<file path="src/design/mbps_pkg.sv">
// Package for the masked byte pattern scanner.
// Holds the register index codes, field widths and the per-cell setup struct.
// No dependencies.
package mbps_pkg;

   localparam int CSR_INDEX_BITS = 3;
   localparam int CSR_DATA_BITS  = 64;
   localparam int ADDR_BITS      = 64;
   localparam int LENGTH_BITS    = 5;
   localparam int MASK_BITS      = 16;
   localparam int PATTERN_BYTES  = 16;

   typedef enum logic [CSR_INDEX_BITS-1:0] {
      REG_PATTERN_LOW    = 3'd0,
      REG_PATTERN_HIGH   = 3'd1,
      REG_CARE_MASK      = 3'd2,
      REG_PATTERN_LENGTH = 3'd3,
      REG_REGION_BASE    = 3'd4
   } csr_reg_type;

   // Setup of one window cell: which pattern byte it is compared against.
   typedef struct packed {
      logic       active;
      logic       care;
      logic [7:0] pattern;
   } cell_cfg_type;

endpackage

</file>
<file path="src/design/mbps_cell.sv">
// One cell of the byte window chain: a byte register and its masked compare.
// Depends on mbps_pkg.
module mbps_cell
   import mbps_pkg::*;
(
   input  logic         clock,
   input  logic         shift_en,
   input  logic [7:0]   byte_in,
   input  cell_cfg_type cfg,
   output logic [7:0]   byte_out,
   output logic         hit
);

   logic [7:0] byte_ff;

   always_ff @(posedge clock) begin
      if (shift_en) begin
         byte_ff <= byte_in;
      end
   end

   // The compare looks at the byte entering this cell, which is the cell's
   // contents once the current request has been shifted in.
   assign hit      = !cfg.active || !cfg.care || (byte_in == cfg.pattern);
   assign byte_out = byte_ff;

endmodule

</file>
<file path="src/design/masked_byte_pattern_scanner_top.sv">
// Top level of the masked byte pattern scanner.
// Depends on mbps_pkg and mbps_cell; the checker in mbps_checker binds to it.
//
// The scanner takes one byte of a memory region per request, in address order,
// and looks for the first place where a pattern of up to MAX_PATTERN_BYTES
// bytes matches; pattern bytes whose care_mask bit is clear match any byte.
// Software writes the pattern, the care mask, the pattern length (zero
// matches at the base on the first byte, values above MAX_PATTERN_BYTES act
// as MAX_PATTERN_BYTES) and the region base through the csr_ port while no
// region is in flight. On the first match one response comes out with
// rsp_tuser (found) high and rsp_tdata holding region_base plus the match
// start offset, wrapping at 64 bits. Later bytes of that region are consumed
// silently. A region whose last byte (req_tlast) arrives without a match
// produces one response with found low and a zero address; a region shorter
// than the pattern always ends that way. The byte offset counter is
// OFFSET_BITS wide and saturates; bytes at the saturated offset and beyond
// are no longer searched as match ends. The bytes move through a chain of
// MAX_PATTERN_BYTES cells, each comparing its byte in parallel, and a single
// output register holds the response, so a new byte is accepted in every
// cycle in which that register is empty or is being drained. Responses are
// registered and appear in the cycle after the request that caused them.
module masked_byte_pattern_scanner_top
   import mbps_pkg::*;
#(
   parameter int MAX_PATTERN_BYTES = 16,
   parameter int OFFSET_BITS       = 32
) (
   input  logic                      clock,
   input  logic                      reset,
   // Configuration write port.
   input  logic                      csr_we,
   input  logic [CSR_INDEX_BITS-1:0] csr_index,
   input  logic [CSR_DATA_BITS-1:0]  csr_wdata,
   // Request channel.
   input  logic                      req_tvalid,
   output logic                      req_tready,
   input  logic [7:0]                req_tdata,   // [7:0] data_byte
   input  logic                      req_tlast,   // last_byte
   // Response channel.
   output logic                      rsp_tvalid,
   input  logic                      rsp_tready,
   output logic [ADDR_BITS-1:0]      rsp_tdata,   // [63:0] match_address
   output logic                      rsp_tuser    // found
);

   localparam logic [OFFSET_BITS-1:0] OFFSET_MAX = '1;
   localparam logic [LENGTH_BITS-1:0] MAX_LEN   = LENGTH_BITS'(MAX_PATTERN_BYTES);

   // Configuration registers.
   logic [63:0]            pattern_low_ff;
   logic [63:0]            pattern_high_ff;
   logic [MASK_BITS-1:0]   care_mask_ff;
   logic [LENGTH_BITS-1:0] pattern_length_ff;
   logic [ADDR_BITS-1:0]   region_base_ff;

   always_ff @(posedge clock) begin
      if (reset) begin
         pattern_low_ff    <= '0;
         pattern_high_ff   <= '0;
         care_mask_ff      <= '0;
         pattern_length_ff <= '0;
         region_base_ff    <= '0;
      end else if (csr_we) begin
         unique case (csr_reg_type'(csr_index))
            REG_PATTERN_LOW:    pattern_low_ff    <= csr_wdata;
            REG_PATTERN_HIGH:   pattern_high_ff   <= csr_wdata;
            REG_CARE_MASK:      care_mask_ff      <= csr_wdata[MASK_BITS-1:0];
            REG_PATTERN_LENGTH: pattern_length_ff <= csr_wdata[LENGTH_BITS-1:0];
            REG_REGION_BASE:    region_base_ff    <= csr_wdata;
            default: begin
            end
         endcase
      end
   end

   // Region state and the response register.
   logic [OFFSET_BITS-1:0] offset_ff, offset_in;
   logic                   reported_ff, reported_in;
   logic                   rsp_valid_ff, rsp_valid_in;
   logic                   rsp_found_ff, rsp_found_in;
   logic [ADDR_BITS-1:0]   rsp_addr_ff, rsp_addr_in;

   logic accept;
   assign req_tready = !rsp_valid_ff || rsp_tready;
   assign accept     = req_tvalid && req_tready;

   // Effective pattern length and the pattern as a byte array.
   logic [LENGTH_BITS-1:0]              len_eff;
   logic [LENGTH_BITS-1:0]              len_m1;
   logic [PATTERN_BYTES-1:0][7:0]       pat_bytes;

   assign len_eff   = (pattern_length_ff > MAX_LEN) ? MAX_LEN : pattern_length_ff;
   assign len_m1    = len_eff - LENGTH_BITS'(1);
   assign pat_bytes = {pattern_high_ff, pattern_low_ff};

   // Chain of window cells. Cell j compares the byte that arrived j requests ago
   // (the byte it takes in on acceptance) against pattern byte len-1-j.
   logic [MAX_PATTERN_BYTES-1:0][7:0] win_byte;
   logic [MAX_PATTERN_BYTES-1:0]      cell_hit;

   for (genvar j = 0; j < MAX_PATTERN_BYTES; j++) begin : g_cell
      logic [LENGTH_BITS-1:0] pat_pos;
      logic [3:0]             pat_idx;
      logic [7:0]             byte_in;
      cell_cfg_type           cfg;

      assign pat_pos     = len_m1 - LENGTH_BITS'(j);
      assign pat_idx     = pat_pos[3:0];
      assign cfg.active  = LENGTH_BITS'(j) < len_eff;
      assign cfg.care    = care_mask_ff[pat_idx];
      assign cfg.pattern = pat_bytes[pat_idx];

      if (j == 0) begin : g_head
         assign byte_in = req_tdata;
      end else begin : g_link
         assign byte_in = win_byte[j-1];
      end

      mbps_cell u_cell (
         .clock    (clock),
         .shift_en (accept),
         .byte_in  (byte_in),
         .cfg      (cfg),
         .byte_out (win_byte[j]),
         .hit      (cell_hit[j])
      );
   end

   // Match decision for the byte being accepted.
   logic                   searchable;
   logic                   len_zero;
   logic                   hit;
   logic [OFFSET_BITS-1:0] start_offset;
   logic [ADDR_BITS-1:0]   match_addr;

   assign len_zero   = (len_eff == '0);
   assign searchable = !reported_ff && (offset_ff != OFFSET_MAX);
   assign hit = searchable &&
                (len_zero ? (offset_ff == '0)
                          : ((offset_ff >= OFFSET_BITS'(len_m1)) && (&cell_hit)));
   // The match ending at offset cur starts at cur + 1 - len.
   assign start_offset = len_zero ? '0 : (offset_ff - OFFSET_BITS'(len_m1));
   assign match_addr   = region_base_ff + ADDR_BITS'(start_offset);

   always_comb begin
      offset_in    = offset_ff;
      reported_in  = reported_ff;
      rsp_valid_in = rsp_valid_ff && !rsp_tready;
      rsp_found_in = rsp_found_ff;
      rsp_addr_in  = rsp_addr_ff;
      if (accept) begin
         if (req_tlast) begin
            offset_in   = '0;
            reported_in = 1'b0;
         end else begin
            offset_in   = (offset_ff == OFFSET_MAX) ? offset_ff
                                                    : offset_ff + OFFSET_BITS'(1);
            reported_in = reported_ff || hit;
         end
         if (hit || (req_tlast && !reported_ff)) begin
            rsp_valid_in = 1'b1;
            rsp_found_in = hit;
            rsp_addr_in  = hit ? match_addr : '0;
         end
      end
   end

   always_ff @(posedge clock) begin
      if (reset) begin
         offset_ff    <= '0;
         reported_ff  <= 1'b0;
         rsp_valid_ff <= 1'b0;
      end else begin
         offset_ff    <= offset_in;
         reported_ff  <= reported_in;
         rsp_valid_ff <= rsp_valid_in;
      end
   end

   always_ff @(posedge clock) begin
      rsp_found_ff <= rsp_found_in;
      rsp_addr_ff  <= rsp_addr_in;
   end

   assign rsp_tvalid = rsp_valid_ff;
   assign rsp_tuser  = rsp_found_ff;
   assign rsp_tdata  = rsp_addr_ff;

endmodule

</file>
<file path="config.mk">
export PLATFORM = sky130hd
export DESIGN_NAME = masked_byte_pattern_scanner_top
export DESIGN_NICKNAME = d
export VERILOG_FILES = /design/src/design/mbps_pkg.sv /design/src/design/mbps_cell.sv /design/src/design/masked_byte_pattern_scanner_top.sv
export SDC_FILE = /design/constraint.sdc
export NUM_CORES = 1
export LEC_CHECK = 0
export BUFFER_PORTS_ARGS = -buffer_cell sky130_fd_sc_hd__clkbuf_2
export CAP_MARGIN = 0
export CORE_ASPECT_RATIO = 1.75
export CORE_UTILIZATION = 38
export CTS_BUF_LIST = sky130_fd_sc_hd__clkbuf_8
export DETAILED_ROUTE_END_ITERATION = 6
export SLEW_MARGIN = 20
export SYNTH_ARGS = -nofsm -noshare
export SYNTH_HDL_FRONTEND = slang
export SYNTH_SLANG_ARGS = --single-unit
</file>
<file path="constraint.sdc">
create_clock -name clock -period 14.5 [get_ports clock]
set_input_delay 1.45 -clock clock [delete_from_list [all_inputs] [get_ports clock]]
set_output_delay 1.45 -clock clock [all_outputs]
set_load 0.005 [all_outputs]
</file>
==> results of run 1 <==
==> worst min-delay path, delay by kind of cell, from the launching register on <==
kind / cells / cell delay, ns
flops: 1 / 0.32
compound gates: 1 / 0.05
simple gates: 1 / 0.05
==> area by class of cell <==
cell class | instances | area share [%]
antenna | 2 | 0.0157
clock buffer | 73 | 3.15
clock inverter | 48 | 1.54
inverter | 44 | 0.533
multi-input combinational | 2381 | 54.4
sequential | 432 | 32.9
tap | 1012 | 3.97
timing repair buffer | 195 | 3.46
==> through the flow <==
step / total power (µW) / hold slack [ns] / area (µm²)
floorplan: 1730 / 0.424 / 29000
global placement: 1920 / 0.449 / 30400
detailed placement: 1920 / 0.454 / 30400
CTS: 3120 / 0.466 / 31900
global route: 3190 / 0.470 / 31900
finish: 3100 / 0.465 / 31900
==> state kept, by name, summed over array words and instances (netlist names) <==
| register | count |
|---|---|
| rsp_tdata | 64 |
| care_mask_ff | 16 |
| g_cell.u_cell.byte_out | 120 |
| reported_ff | 1 |
| rsp_tuser | 1 |
| region_base_ff | 64 |
| pattern_length_ff | 5 |
| pattern_low_ff | 64 |
| rsp_tvalid | 1 |
| offset_ff | 32 |
| pattern_high_ff | 64 |
==> where the power goes <==
group	total [µW]	internal [µW]	leakage, µW	switching (µW)
combinational	482	171	0.00747	311
clock	1200	636	0.000809	560
sequential	1420	1350	0.00380	75.8
==> worst max-delay path by stage <==
stage                          to  slack (ns)  cells past startpoint
finish              rsp_tdata[46]        5.80                     28
global route        rsp_tdata[46]        5.22                     28
CTS                 rsp_tdata[46]        5.81                     28
detailed placement  rsp_tdata[46]        5.82                     28
global placement    rsp_tdata[46]        5.91                     28
floorplan            rsp_tdata[0]        2.98                     28
==> cells in the final DEF, fill, tap and decap left out, types with 25 or more instances in the layout <==
master / instances
xnor2_1: 146
buf_4: 48
mux2i_1: 335
and3_1: 25
o22ai_1: 40
dfxtp_1: 245
a21o_1: 27
o21ai_0: 61
nor2_1: 134
inv_1: 50
xor2_1: 131
a21oi_1: 282
edfxtp_1: 185
clkbuf_8: 73
clkbuf_2: 146
nor3_2: 30
nand4_1: 35
mux2_2: 33
nor3_1: 64
ha_1: 49
nand2_1: 529
mux4_2: 94
nand3_1: 42
==> layer usage <==
metal	routed length [µm]	up-vias	part of all wire [%]	global-route usage, %
li1	-	11237	-	-
met1	41000	12032	37	31.7
met2	54100	992	48	48.3
met3	5780	331	5.2	3.98
met4	10800	0	9.7	24.8
met5	0	-	0	0
==> cell families (layout without fill, tap and decap cells) <==
logic type      after synthesis  after routing  share of synthesized area, %
other cells                   0              2                             0
simple gates               1010           1010                          16.4
flops                       432            432                          36.3
xor+xnor                    282            282                          8.63
compound gates              572            572                          12.1
buf+inv                     256            360                          4.11
mux                         462            462                          20.2
fa+ha+maj                    55             55                          2.41
==> run metrics, run 1 <==
FF/Latch Area around 0.011 mm²; number of cells after detailed placement between 4000 and 5000; run status finished with violations; Total GRT Usage 28.7%; Hold Path End region_base_ff[4]; Slowest-stage cell, CP dfxtp_4; WS Path Type reg2reg; initial antenna violation count 2; Cell variety after synth just over 90; Synth Warn # 0; # resized after CTS 0; top post-synthesis cells by area edfxtp_1 19%, dfxtp_1 17%, mux2i_1 12%; Worst Hold Launch region_base_ff[4]; I/O Pins roughly 150; r2r endpoint rsp_tdata[46]; Clock Skew approximately 0.041 ns; post-CTS setup buffers 0; area fraction of the dominant cell type after synthesis between 10% and 20%; EDFF count, synth 185; failing checks design-rule violations; synthesized flop and latch total ~430; Num CTS Buffers 68; Max VDD drop around 92 µV; CTS clk-pin slew, worst paths 0.07 ns; fillcell total between 7000 and 8000; grt total ovfl 0; total routed wirelength around 110000 µm; setup tns final 0 ns; Synth area leader edfxtp_1; CP startpoint pattern_length_ff[0]; first-pass iteration count of the detailed router 7; vias in the first global route 23936; final non-filler cell total between 4000 and 5000; CP max FO 61; Reg2Reg Launch Point pattern_length_ff[0]; Synth-to-Final Area Change 10.1%; hold-critical path depth 2; vias approximately 25000; Max H-tree Level 3; die width roughly 210 µm; family with the most delay on the worst path simple AND/OR/NAND/NOR gates; fmax 115 MHz; HP Class reg2reg; Starting DRT DRC Count approximately 1900; final-report hold violation count 0; CTS root buf clkbuf_8; average size of a mapped cell approximately 9.4 µm²; CP startpoint kind flop; worst reg2reg setup slack just under 6 ns; CTS tree done; Max clock buf depth 3; CP max stage delay just under 0.9 ns; routed vias/inst just under 6; Crit path required time between 15 and 20 ns; global-route wire length before repair 161000 µm; area of the multi-input gates between 0.015 and 0.02 mm²; Rows about 130; Max Cap Violations 0; post-synth net total 3203; die area about 0.077 mm²; total core area 0.0752 mm²; crit path capture type flop; worst setup margin around 5.8 ns; die height between 300 and 400 µm; Post-synth ARST share 0%; headroom to the max-slew limit between 15 and 20%; commonest cells in the netlist 530 x nand2_1, 335 x mux2i_1, 284 x a21oi_1, 247 x dfxtp_1, 185 x edfxtp_1; GP Congestion around 1.0; worst path bufs/invs 6; Worst Reg2Reg Path Length in Cells 28; Final setup viols 0; Pleak between 0.01 and 0.015 µW; Core Util, Final around 42%; Worst-Margin Slew roughly 1.2 ns; Post-route DRC 1; Syn Std Cell Area a little under 0.03 mm²; # port buffers ~150; # nets final approximately 3300; RSZ-0062 raised after global routing no; Final min period slightly below 9 ns; fin crit share about three fifths; Pins Over Slew Limit 0; clk sinks around 430; maximum number of pins on one net before global-route repair a little under 90; clock latency on the worst-skew pair approximately 0.75 ns; layout cells sized above 1 15.8%; wire per inst about 27 µm; pre-CTS setup slack ~5.8 ns; Power Dens Cells 97.2 mW/mm²; count leader, synth nand2_1; worst path arrival time just over 9 ns; antenna-violating nets left 0; Post-Synthesis Cells 3069; commonest register cell after synthesis dfxtp_1; DP HPWL around 84000 µm; Starting Density 38.5%; Hold Buf Count CTS 0; post-synthesis sequential area ratio 36.3%
No activity file was read; power rests on OpenSTA's default activity.
==> run 2, diff against run 1 <==
Clock period 14.5 ns to 8.34 ns, I/O delays scaled along.
==> run metrics, run 2 (same netlist as run 1, synthesis figures left out) <==
run status complete, no violations; RSZ-0062 raised after global routing no; worst path arrival time 8.02 ns (-1.28 ns); antenna-violating nets left 0 (unchanged); Starting Density 38.5% (unchanged); die width 211 µm (unchanged); setup tns final 0 ns (unchanged); first-pass iteration count of the detailed router 6 (-1); vias 24486 (-0.43%); Clock Skew 0.0479 ns (+0.00678 ns); final non-filler cell total 4214 (+0.64%); # port buffers 147 (unchanged); Worst-Margin Slew 1.00 ns (-0.227 ns); post-CTS setup buffers 0 (unchanged); Power Dens Cells 165 mW/mm² (+70%); Rows 133 (unchanged); Synth-to-Final Area Change 10.8%; layout cells sized above 1 16.4% (+0.61 points); Hold WS 0.296 ns (-0.169 ns); CTS root buf clkbuf_8; final-report hold violation count 0 (unchanged); number of cells after detailed placement 4090 (+0.64%); die area 0.0774 mm² (unchanged); wire per inst 26.0 µm (-2.5%); Max Cap Violations 0 (unchanged); routed vias/inst 5.81 (-1.1%); vias in the first global route 24133 (+0.82%); most common cell after layout, fill and taps aside nand2_1; global-route wire length before repair 160000 µm (-0.87%); total routed wirelength 110000 µm (-1.9%); die height 367 µm (unchanged); fillcell total 7597 (+0.32%); CP startpoint pattern_length_ff[4]; Starting DRT DRC Count 1706 (-12%); WS Path Type reg2reg; fmax 134 MHz (+17%); GP Congestion 1.02 (-0.39%); Max H-tree Level 3 (unchanged); Post-route DRC 0 (-1); Worst Hold Launch req_tdata[1]; Reg2Reg Launch Point pattern_length_ff[4]; Final setup viols 0 (unchanged); most frequent cells in the layout 529 x nand2_1, 335 x mux2i_1, 282 x a21oi_1; CTS tree done; CTS clk-pin slew, worst paths 0.07 ns (about the same); fin crit share 89.2% (+29 points); headroom to the max-slew limit 31.3% (+14 points); Pins Over Slew Limit 0 (unchanged); HP Class in2reg; # resized after CTS 0 (unchanged); initial antenna violation count 1 (-1); Max clock buf depth 3 (unchanged); CP max FO 19 (-69%); max reg flops 120 (unchanged); I/O Pins 148 (unchanged); clk sinks 432 (unchanged); CP startpoint kind flop; maximum number of pins on one net before global-route repair 88 (+1.1%); total core area 0.0752 mm² (unchanged); crit path capture type flop; Pleak 0.0122 µW (+1.2%); overall power 5310 µW (+71%); DP HPWL 84500 µm (+0.24%); Final min period 7.44 ns (-1.26 ns); grt total ovfl 0 (unchanged); Num CTS Buffers 69 (+1.5%); # nets final 3283 (+0.83%); Crit path required time 8.92 ns (-6.18 ns); Max VDD drop 168 µV (+82%); Hold Buf Count CTS 0 (unchanged); Total GRT Usage 28.3% (-0.45 points); clock latency on the worst-skew pair 0.76 ns (about the same)
==> run 2: cell count changes in the layout (fill, tap and decap cells not counted), sizes merged <==
| cell | delta |
|---|---|
| buf | +26 |
| bufinv | -4 |
| clkbuf | +3 |
| clkinv | -1 |
| clkinvlp | -2 |
| diode | -1 |
| inv | +6 |
==> run 2: routing by layer <==
layer	wire (µm)	vias to the layer above	track usage, %
met5	0	-	0
met4	9840	0	23.2
met3	5410	300	4.25
met2	54400	891	48.3
met1	39900	12001	30.7
li1	-	11294	-
==> run 2: critical path: stages, from the launching register on <==
cell      delay [ns]
dfxtp_1         0.78
nand2b_2        0.26
buf_4           0.22
ha_1            0.38
a21bo_2         0.30
o21ai_1         0.19
a21oi_2         0.09
maj3_1          0.40
and2_1          0.19
nor3_1          0.34
nand2_1         0.21
nor3_1          0.23
xnor2_1         0.16
nor2_1          0.06
ha_1            0.37
and3_1          0.20
nand4_1         0.17
inv_1           0.11
and3_1          0.15
a21oi_1         0.11
o21a_1          0.30
o21a_1          0.25
o211ai_1        0.52
nand3_1         0.57
or3_1           0.51
a21boi_0        0.20
==> run 2: path summary, 6_finish.rpt <==
check                                      end  slack (ns)  depth (start not counted)
setup / recovery                 rsp_tdata[46]        0.90                         25
hold / removal    g_cell[0].u_cell.byte_out[1]        0.30                          1
setup reg to reg                 rsp_tdata[46]        0.90                         25
hold reg to reg   g_cell[4].u_cell.byte_out[6]        0.46                          0
==> run 2: report_power, final <==
| group | internal (µW) | leakage [µW] | switching [µW] |
|---|---|---|---|
| sequential | 2340 | 0.00380 | 120 |
| clock | 1010 | 0.000800 | 961 |
| combinational | 327 | 0.00763 | 550 |
==> run 2: metrics by stage <==
stage	cell area, µm²	util [%]	worst slack, ns
2_1_floorplan	29000	-	0.0887
3_3_place_gp	30700	40.8	1.07
3_5_place_dp	30700	40.8	0.926
4_1_cts	32100	42.7	0.901
5_1_grt	32100	42.7	0.246
6_report	32100	42.7	0.898
==> run 2: cell type report <==
cell class	count	area (µm²)	share of cell area, %
Multi-Input combinational cell	2381	17400	54.1
Sequential cell	432	10500	32.7
Timing Repair Buffer	221	1370	4.28
Tap cell	1012	1270	3.94
Clock buffer	76	1050	3.26
Clock inverter	47	387	1.20
Inverter	44	170	0.530
Antenna cell	1	2.50	0.00779
